$ cat src/nnfs_pkg.sv
// Shared constants for the nearest-neighbor frame scaler.
// Field widths, register indexes, size modes and fixed-point constants.
// No dependencies.
`timescale 1ns / 1ps
`default_nettype none

package nnfs_pkg;

  localparam int FRAME_AW   = 20;
  localparam int PIX_W      = 8;
  localparam int COORD_W    = 12;
  localparam int SRC_DIM_W  = 11;
  localparam int SCR_DIM_W  = 13;
  localparam int CFG_IDX_W  = 3;
  localparam int CFG_DATA_W = 13;
  localparam int MODE_W     = 2;
  localparam int KEEP_W     = 17;
  localparam int Q16_BITS   = 16;

  localparam logic [KEEP_W-1:0] KEEP_SUBTITLES = 17'd55706;
  localparam logic [KEEP_W-1:0] KEEP_FULL      = 17'd65536;

  localparam logic [CFG_IDX_W-1:0] REG_SOURCE_WIDTH      = 3'd0;
  localparam logic [CFG_IDX_W-1:0] REG_SOURCE_HEIGHT     = 3'd1;
  localparam logic [CFG_IDX_W-1:0] REG_SCREEN_WIDTH      = 3'd2;
  localparam logic [CFG_IDX_W-1:0] REG_SCREEN_HEIGHT     = 3'd3;
  localparam logic [CFG_IDX_W-1:0] REG_SIZE_MODE         = 3'd4;
  localparam logic [CFG_IDX_W-1:0] REG_SUBTITLES_PRESENT = 3'd5;
  localparam logic [CFG_IDX_W-1:0] REG_SUBTITLES_ENABLED = 3'd6;

  localparam logic [MODE_W-1:0] MODE_ORIGINAL = 2'd0;
  localparam logic [MODE_W-1:0] MODE_FIT      = 2'd1;
  localparam logic [MODE_W-1:0] MODE_FULL     = 2'd2;

  localparam logic KIND_WRITE = 1'b0;
  localparam logic KIND_READ  = 1'b1;

  localparam logic [SRC_DIM_W-1:0] RST_SOURCE_WIDTH  = 11'd640;
  localparam logic [SRC_DIM_W-1:0] RST_SOURCE_HEIGHT = 11'd480;
  localparam logic [SCR_DIM_W-1:0] RST_SCREEN_WIDTH  = 13'd640;
  localparam logic [SCR_DIM_W-1:0] RST_SCREEN_HEIGHT = 13'd480;

endpackage

`default_nettype wire

$ cat src/nnfs_div.sv
// Restoring unsigned divider, one quotient bit per cycle.
// Used by the geometry sequencer; no package dependencies.
`timescale 1ns / 1ps
`default_nettype none

module nnfs_div #(
  parameter int DW = 48
) (
  input  wire logic          clk_i,
  input  wire logic          rst_ni,
  input  wire logic          start_i,
  input  wire logic [DW-1:0] dividend_i,
  input  wire logic [DW-1:0] divisor_i,
  output logic               done_o,
  output logic [DW-1:0]      quotient_o
);

  localparam int CW = $clog2(DW);

  logic          run_q, done_q;
  logic [CW-1:0] cnt_q;
  logic [DW-1:0] rem_q, quo_q, dvs_q;
  logic [DW:0]   shifted;
  logic          fits;

  assign shifted = {rem_q, quo_q[DW-1]};
  assign fits    = shifted >= {1'b0, dvs_q};

  always_ff @(posedge clk_i or negedge rst_ni) begin
    if (!rst_ni) begin
      run_q  <= 1'b0;
      done_q <= 1'b0;
      cnt_q  <= '0;
    end else if (start_i) begin
      run_q  <= 1'b1;
      done_q <= 1'b0;
      cnt_q  <= '0;
    end else if (run_q) begin
      cnt_q <= cnt_q + CW'(1);
      if (cnt_q == CW'(DW - 1)) begin
        run_q  <= 1'b0;
        done_q <= 1'b1;
      end else begin
        done_q <= 1'b0;
      end
    end else begin
      done_q <= 1'b0;
    end
  end

  always_ff @(posedge clk_i) begin
    if (start_i) begin
      rem_q <= '0;
      quo_q <= dividend_i;
      dvs_q <= divisor_i;
    end else if (run_q) begin
      rem_q <= fits ? DW'(shifted - {1'b0, dvs_q}) : shifted[DW-1:0];
      quo_q <= {quo_q[DW-2:0], fits};
    end
  end

  assign done_o     = done_q;
  assign quotient_o = quo_q;

endmodule

`default_nettype wire

$ cat src/nnfs_geom.sv
// Configuration registers and geometry sequencer: frame size, steps, offsets.
// Depends on nnfs_pkg and nnfs_div.
`timescale 1ns / 1ps
`default_nettype none

module nnfs_geom #(
  parameter int MAX_SOURCE_WIDTH   = 1024,
  parameter int MAX_SOURCE_HEIGHT  = 1024,
  parameter int MAX_SCREEN_SIZE    = 4096,
  parameter int STEP_FRACTION_BITS = 16,
  localparam int SWW = $clog2(MAX_SOURCE_WIDTH + 1),
  localparam int SHW = $clog2(MAX_SOURCE_HEIGHT + 1),
  localparam int SCW = $clog2(MAX_SCREEN_SIZE + 1),
  localparam int FW  = (SWW > SHW ? (SWW > SCW ? SWW : SCW) : (SHW > SCW ? SHW : SCW)),
  localparam int XSW = SWW + STEP_FRACTION_BITS,
  localparam int YSW = SHW + STEP_FRACTION_BITS
) (
  input  wire logic                            clk_i,
  input  wire logic                            rst_ni,
  input  wire logic                            cfg_we_i,
  input  wire logic [nnfs_pkg::CFG_IDX_W-1:0]  cfg_idx_i,
  input  wire logic [nnfs_pkg::CFG_DATA_W-1:0] cfg_data_i,
  output logic                                 busy_o,
  output logic [SWW-1:0]                       sw_o,
  output logic [SHW-1:0]                       sh_o,
  output logic [FW-1:0]                        fw_o,
  output logic [FW-1:0]                        fh_o,
  output logic [XSW-1:0]                       xstep_o,
  output logic [YSW-1:0]                       ystep_o,
  output logic [nnfs_pkg::COORD_W-1:0]         posx_o,
  output logic [nnfs_pkg::COORD_W-1:0]         posy_o
);

  localparam int AQW = SCW + nnfs_pkg::KEEP_W;
  localparam int RHW = AQW + SWW;
  localparam int LHW = SCW + SHW;
  localparam int D0  = RHW > LHW + nnfs_pkg::Q16_BITS ? RHW : LHW + nnfs_pkg::Q16_BITS;
  localparam int D1  = XSW > YSW ? XSW : YSW;
  localparam int DW  = D0 > D1 ? D0 : D1;

  localparam logic [3:0] ST_IDLE   = 4'd0;
  localparam logic [3:0] ST_CLAMP  = 4'd1;
  localparam logic [3:0] ST_MUL    = 4'd2;
  localparam logic [3:0] ST_MUL2   = 4'd3;
  localparam logic [3:0] ST_SIZE   = 4'd4;
  localparam logic [3:0] ST_SZWAIT = 4'd5;
  localparam logic [3:0] ST_FIX    = 4'd6;
  localparam logic [3:0] ST_STEPX  = 4'd7;
  localparam logic [3:0] ST_XWAIT  = 4'd8;
  localparam logic [3:0] ST_YWAIT  = 4'd9;

  logic [nnfs_pkg::SRC_DIM_W-1:0] src_w_q, src_h_q;
  logic [nnfs_pkg::SCR_DIM_W-1:0] scr_w_q, scr_h_q;
  logic [nnfs_pkg::MODE_W-1:0]    mode_q;
  logic                           sub_pres_q, sub_en_q;

  logic [3:0]     state_q;
  logic [SWW-1:0] sw_q, sw_c;
  logic [SHW-1:0] sh_q, sh_c;
  logic [SCW-1:0] wsc_q, hsc_q, wsc_c, hsc_c;
  logic [AQW-1:0] aq_q;
  logic [LHW-1:0] lhs_q;
  logic [RHW-1:0] rhs_q;
  logic           fit_q, fit_c;
  logic [FW-1:0]  fw_q, fh_q;
  logic [XSW-1:0] xstep_q;
  logic [YSW-1:0] ystep_q;
  logic [nnfs_pkg::COORD_W-1:0] posx_q, posy_q, posx_c, posy_c;
  logic [nnfs_pkg::KEEP_W-1:0]  keep_c;

  logic          div_start, div_done;
  logic [DW-1:0] div_dvd, div_dvs, div_q;

  always_comb begin
    int v;
    v = int'(src_w_q);
    if (v < 1) v = 1;
    if (v > MAX_SOURCE_WIDTH) v = MAX_SOURCE_WIDTH;
    sw_c = SWW'(v);
    v = int'(src_h_q);
    if (v < 1) v = 1;
    if (v > MAX_SOURCE_HEIGHT) v = MAX_SOURCE_HEIGHT;
    sh_c = SHW'(v);
    v = int'(scr_w_q);
    if (v < 1) v = 1;
    if (v > MAX_SCREEN_SIZE) v = MAX_SCREEN_SIZE;
    wsc_c = SCW'(v);
    v = int'(scr_h_q);
    if (v < 1) v = 1;
    if (v > MAX_SCREEN_SIZE) v = MAX_SCREEN_SIZE;
    hsc_c = SCW'(v);
  end

  assign keep_c = (sub_pres_q && sub_en_q) ? nnfs_pkg::KEEP_SUBTITLES : nnfs_pkg::KEEP_FULL;
  assign fit_c  = DW'({lhs_q, {nnfs_pkg::Q16_BITS{1'b0}}}) <= DW'(rhs_q);

  // Offsets: integer halving truncates toward zero, as the centering rule asks.
  always_comb begin
    int dx, dy;
    dx = (int'(wsc_q) - int'(fw_q)) / 2;
    dy = (int'(hsc_q) - int'(fh_q)) / 2;
    if (mode_q == nnfs_pkg::MODE_FULL) begin
      dx = 0;
      if (!sub_pres_q) dy = 0;
    end
    posx_c = nnfs_pkg::COORD_W'(dx);
    posy_c = nnfs_pkg::COORD_W'(dy);
  end

  always_comb begin
    div_start = 1'b0;
    div_dvd   = '0;
    div_dvs   = '0;
    case (state_q)
      ST_SIZE: begin
        div_start = mode_q == nnfs_pkg::MODE_FIT;
        div_dvd   = fit_c ? DW'(lhs_q) : DW'(rhs_q);
        div_dvs   = fit_c ? DW'(sw_q) : DW'({sh_q, {nnfs_pkg::Q16_BITS{1'b0}}});
      end
      ST_STEPX: begin
        div_start = 1'b1;
        div_dvd   = DW'({sw_q, {STEP_FRACTION_BITS{1'b0}}});
        div_dvs   = DW'(fw_q);
      end
      ST_XWAIT: begin
        div_start = div_done;
        div_dvd   = DW'({sh_q, {STEP_FRACTION_BITS{1'b0}}});
        div_dvs   = DW'(fh_q);
      end
      default: begin
        div_start = 1'b0;
      end
    endcase
  end

  nnfs_div #(.DW(DW)) u_div (
    .clk_i      (clk_i),
    .rst_ni     (rst_ni),
    .start_i    (div_start),
    .dividend_i (div_dvd),
    .divisor_i  (div_dvs),
    .done_o     (div_done),
    .quotient_o (div_q)
  );

  always_ff @(posedge clk_i or negedge rst_ni) begin
    if (!rst_ni) begin
      src_w_q    <= nnfs_pkg::RST_SOURCE_WIDTH;
      src_h_q    <= nnfs_pkg::RST_SOURCE_HEIGHT;
      scr_w_q    <= nnfs_pkg::RST_SCREEN_WIDTH;
      scr_h_q    <= nnfs_pkg::RST_SCREEN_HEIGHT;
      mode_q     <= nnfs_pkg::MODE_ORIGINAL;
      sub_pres_q <= 1'b0;
      sub_en_q   <= 1'b0;
      state_q    <= ST_CLAMP;
    end else if (cfg_we_i) begin
      state_q <= ST_CLAMP;
      case (cfg_idx_i)
        nnfs_pkg::REG_SOURCE_WIDTH:      src_w_q    <= cfg_data_i[nnfs_pkg::SRC_DIM_W-1:0];
        nnfs_pkg::REG_SOURCE_HEIGHT:     src_h_q    <= cfg_data_i[nnfs_pkg::SRC_DIM_W-1:0];
        nnfs_pkg::REG_SCREEN_WIDTH:      scr_w_q    <= cfg_data_i;
        nnfs_pkg::REG_SCREEN_HEIGHT:     scr_h_q    <= cfg_data_i;
        nnfs_pkg::REG_SIZE_MODE:         mode_q     <= cfg_data_i[nnfs_pkg::MODE_W-1:0];
        nnfs_pkg::REG_SUBTITLES_PRESENT: sub_pres_q <= cfg_data_i[0];
        nnfs_pkg::REG_SUBTITLES_ENABLED: sub_en_q   <= cfg_data_i[0];
        default: begin
        end
      endcase
    end else begin
      case (state_q)
        ST_CLAMP:  state_q <= ST_MUL;
        ST_MUL:    state_q <= ST_MUL2;
        ST_MUL2:   state_q <= ST_SIZE;
        ST_SIZE:   state_q <= (mode_q == nnfs_pkg::MODE_FIT) ? ST_SZWAIT : ST_FIX;
        ST_SZWAIT: if (div_done) state_q <= ST_FIX;
        ST_FIX:    state_q <= ST_STEPX;
        ST_STEPX:  state_q <= ST_XWAIT;
        ST_XWAIT:  if (div_done) state_q <= ST_YWAIT;
        ST_YWAIT:  if (div_done) state_q <= ST_IDLE;
        default:   state_q <= ST_IDLE;
      endcase
    end
  end

  always_ff @(posedge clk_i) begin
    case (state_q)
      ST_CLAMP: begin
        sw_q  <= sw_c;
        sh_q  <= sh_c;
        wsc_q <= wsc_c;
        hsc_q <= hsc_c;
      end
      ST_MUL: aq_q <= AQW'(hsc_q * keep_c);
      ST_MUL2: begin
        lhs_q <= LHW'(wsc_q * sh_q);
        rhs_q <= RHW'(aq_q * sw_q);
      end
      ST_SIZE: begin
        fit_q <= fit_c;
        case (mode_q)
          nnfs_pkg::MODE_FIT: begin
            fw_q <= FW'(wsc_q);
            fh_q <= FW'(aq_q[AQW-1:nnfs_pkg::Q16_BITS]);
          end
          nnfs_pkg::MODE_FULL: begin
            fw_q <= FW'(wsc_q);
            fh_q <= FW'(aq_q[AQW-1:nnfs_pkg::Q16_BITS]);
          end
          default: begin
            fw_q <= FW'(sw_q);
            fh_q <= FW'(sh_q);
          end
        endcase
      end
      ST_SZWAIT: begin
        if (div_done) begin
          if (fit_q) fh_q <= div_q[FW-1:0];
          else       fw_q <= div_q[FW-1:0];
        end
      end
      ST_FIX: begin
        if (fw_q == '0) fw_q <= FW'(1);
        if (fh_q == '0) fh_q <= FW'(1);
      end
      ST_STEPX: begin
        posx_q <= posx_c;
        posy_q <= posy_c;
      end
      ST_XWAIT: if (div_done) xstep_q <= div_q[XSW-1:0];
      ST_YWAIT: if (div_done) ystep_q <= div_q[YSW-1:0];
      default: begin
      end
    endcase
  end

  assign busy_o  = state_q != ST_IDLE;
  assign sw_o    = sw_q;
  assign sh_o    = sh_q;
  assign fw_o    = fw_q;
  assign fh_o    = fh_q;
  assign xstep_o = xstep_q;
  assign ystep_o = ystep_q;
  assign posx_o  = posx_q;
  assign posy_o  = posy_q;

endmodule

`default_nettype wire

$ cat config.mk
export PLATFORM = sky130hd
export DESIGN_NAME = nnfs_geom
export DESIGN_NICKNAME = d
export VERILOG_FILES = /design/src/nnfs_pkg.sv /design/src/nnfs_div.sv /design/src/nnfs_geom.sv
export SDC_FILE = /design/constraint.sdc
export NUM_CORES = 2
export LEC_CHECK = 0
export BUFFER_PORTS_ARGS = -buffer_cell sky130_fd_sc_hd__buf_2
export CORE_MARGIN = 4
export CORE_UTILIZATION = 25
export CTS_BUF_LIST = sky130_fd_sc_hd__clkbuf_4 sky130_fd_sc_hd__clkbuf_8
export DETAILED_ROUTE_END_ITERATION = 12
export GPL_ROUTABILITY_DRIVEN = 0
export PLACE_DENSITY = 0.47
export SLEW_MARGIN = 15
export SYNTH_ARGS = -nofsm -noshare
export SYNTH_HDL_FRONTEND = slang
export SYNTH_SLANG_ARGS = --single-unit
$ cat constraint.sdc
create_clock -name clk_i -period 8.5 [get_ports clk_i]
set_input_delay 0.425 -clock clk_i [delete_from_list [all_inputs] [get_ports clk_i]]
set_output_delay 0.425 -clock clk_i [all_outputs]
set_load 0.01 [all_outputs]
==> results.md <==
* Area growth, synth to finish at 12.8%
* Dominant cells by area after synthesis: edfxtp_1 24%, fa_1 22%, ha_1 10%, inv_1 6.0%, nand2_1 4.1%
* Placement row count at 143
* Overall Global Routing Usage at 15.0%
* Main flop type after synthesis: edfxtp_1
* Count leader, synth: inv_1
* Drc violations at 0
* Input/output buffers at 145
* Synth warnings at 0
* Post-synthesis sequential area ratio at 30.6%
* CTS tree: done
* Post-DP HPWL at 94000 microns
* CTS Sinks at 416
* Slew HR at 24.0%
* Avg Inst Size Synth at 10.0 sq um
* Post-synth cell types at 91
* Clk_skew at 0.0635 ns
* First-pass GRT wire length at 184000 microns
* H-tree depth at 3
* Overall die width at 400 microns
* Hold Path Class: in2reg
* Simple-Gate Fraction of Synth Area at 14.1%
* Fmax achieved at 150 MHz
* Post-Synthesis Cells at 3845
* Initial antenna violation count at 6
* Mux share of post-synthesis cell area at 2.53%
* Initial Util at 25.2%
* Top cell type's share of synthesized area at 24.3%
* Longest Clk Path Bufs at 3
* Vias in the first global route at 28800
* Asr flop ratio synth at 15.4%
* Status: finished, final reports clean
* #FFs+latches synth at 416
* Clock root buffer master: clkbuf_8
* Die Area at 0.160 sq mm
* Synthesized area at 0.0385 sq mm
* Hold WS at 0.0965 ns
* Nets@finish at 4722
* Synth area leader: edfxtp_1
* Synth cell count leaders: 618 x inv_1, 423 x nand2_1, 414 x fa_1
* Max-Cap Viols at 0
* Pin count of the biggest net entering global routing at 82
* TritonCTS Buffers at 81
* Filler instances at 16200
* Die Ht at 400 microns
* WS Path Type: reg2reg
* Setup TNS at 0 ns
* Drt wl/cell at 20.1 microns
* Layout cells sized above 1 at 10.9%
* RSZ-0062 raised after global routing: no
* Worst setup SP type: flop
* Crit path arrival time at 7.17 ns
* Vias at 27700
* Largest family of logic cells by synthesized area: adder cells
* Core box area at 0.152 sq mm
* CP Capture Type: flop
* Min cycle time layout at 6.67 ns
* Adder-cell share of the synthesized area at 31.9%
* Vias/cell at 4.56
* Crit Path Max Fanout at 20
* Clk slew on worst S/H paths at 0.06 ns
* Initial DRT Pass Iterations at 6
* Part of the cycle the worst path needs at 78.5%
* EDFF count, synth at 311
* Worst-Skew Late Latency at 0.78 ns
* Post-DRT Antenna Nets at 0
* Slew Limit Fails at 0
* Initial DRC Count at 1826
* Total grt overflow at 0
* Worst-margin pin slew at 1.13 ns
* Final hold viol count at 0
* WP data required at 9.00 ns
* Routed WL at 122000 microns
* Endpoints failing setup at 0
* Ports at 146
* Xor-xnor portion of the synthesized cell area at 3.37%
* Compound-cell area share of the yosys netlist at 9.69%
cell families (layout without fill, tap and decap cells):
family,count (synthesis),after routing
AOI/OAI and AO/OA,566,566
xor gates and xnor gates,148,148
adders and majority gates,733,733
buffers and inverters,790,978
DFF,416,416
muxes,91,91
other,1,5
and+or+nand+nor,1100,1100
through the flow:
| stage | utilization, % | setup WS [ns] | cell area (sq um) | std cells |
|---|---|---|---|---|
| after detailed placement | 27.2 | 1.78 | 41500 | 5901 |
| after global routing | 28.5 | 1.38 | 43400 | 6065 |
| after CTS | 28.5 | 1.80 | 43400 | 6064 |
| after floorplan | - | 2.47 | 38500 | 3846 |
| after global placement | 27.2 | 1.85 | 41500 | 5901 |
| final | 28.5 | 1.83 | 43400 | 6067 |
repair_timing:
action | CTS | global route
hold buffers | 16 | 0
hold endpoints to repair | 38 | 0
buffers inserted | 0 | 0
resized for setup | 0 | 0
layout by cell type, fill, tap and decap left out, types with 41 or more instances in the layout:
master	n
nor2_1	167
and2_1	219
xor2_1	53
xnor2_1	95
o21ai_0	111
inv_1	617
buf_2	145
clkbuf_8	87
nand2_1	422
mux2i_1	42
buf_4	51
dfrtp_1	50
a21o_1	69
edfxtp_1	311
dfxtp_1	41
mux2_2	49
fa_1	414
nor2b_1	56
ha_1	319
nor3_1	41
a21oi_1	158
critical path: stages (launching register included):
cell	delay [ns]
edfxtp_1	0.92
nand2_1	0.19
fa_1	0.57
inv_1	0.05
ha_1	0.27
inv_1	0.05
fa_1	0.53
inv_1	0.06
fa_1	0.55
inv_1	0.06
fa_1	0.53
inv_1	0.04
ha_1	0.39
o211ai_1	0.10
or3_1	0.40
nor4_1	0.42
and4bb_2	0.30
nor2_1	0.20
a21oi_1	0.15
o21ai_0	0.34
a221oi_1	0.15
xnor2_1	0.15
registers in the layout (all words and copies together) (netlist names), 2 cells and up:
signal	cells
ystep_o	27
u_div.rem_q	41
scr_h_q	13
fw_o	13
sw_o	11
state_q	4
posx_o	12
aq_q	29
lhs_q	24
mode_q	2
wsc_q	13
src_h_q	11
sh_o	11
u_div.cnt_q	6
u_div.quotient_o	41
hsc_q	13
u_div.dvs_q	24
fh_o	13
src_w_q	11
rhs_q	40
scr_w_q	13
xstep_o	27
posy_o	12
layer usage:
layer	global-route usage (%)	vias to the layer above	share of wire (%)
met5	0	-	0.011
met1	21.0	13800	47
met4	4.42	2	2.5
met3	3.38	152	6.3
li1	-	13000	-
met2	23.1	729	44
final cells by class:
type                            instances  area, sq um  area share, %
Multi-Input combinational cell       2640        23700           54.7
Tap cell                             2030         2540           5.85
Clock buffer                          107         1350           3.11
Inverter                              619         2320           5.35
Antenna cell                            3         7.51         0.0173
Clock inverter                         40          380          0.877
Timing Repair Buffer                  212         1270           2.92
Sequential cell                       416        11800           27.1
path summary, 6_finish.rpt:
path                                                  start                     endpoint  slack (ns)  cells past startpoint
max in group asynchronous                            rst_ni      src_h_q[10]$_DFFE_PN0P_        7.30                      3
worst min register to register  u_div.rem_q[1]$_SDFFE_PP0P_  u_div.rem_q[1]$_SDFFE_PP0P_        0.50                      2
worst max-delay path                  sw_o[6]$_SDFFCE_PN0P_          rhs_q[39]$_DFFE_PP_        1.83                     21
worst min-delay path                           cfg_idx_i[1]         sub_en_q$_DFFE_PN0P_         0.1                      3
worst max register to register        sw_o[6]$_SDFFCE_PN0P_          rhs_q[39]$_DFFE_PP_        1.83                     21
min in group asynchronous                            rst_ni       state_q[0]$_DFFE_PN1P_        0.29                      2
Power is left out: the tool's default activity adds up to more than one toggle a clock period on the data nets, which glitch-free logic cannot reach.
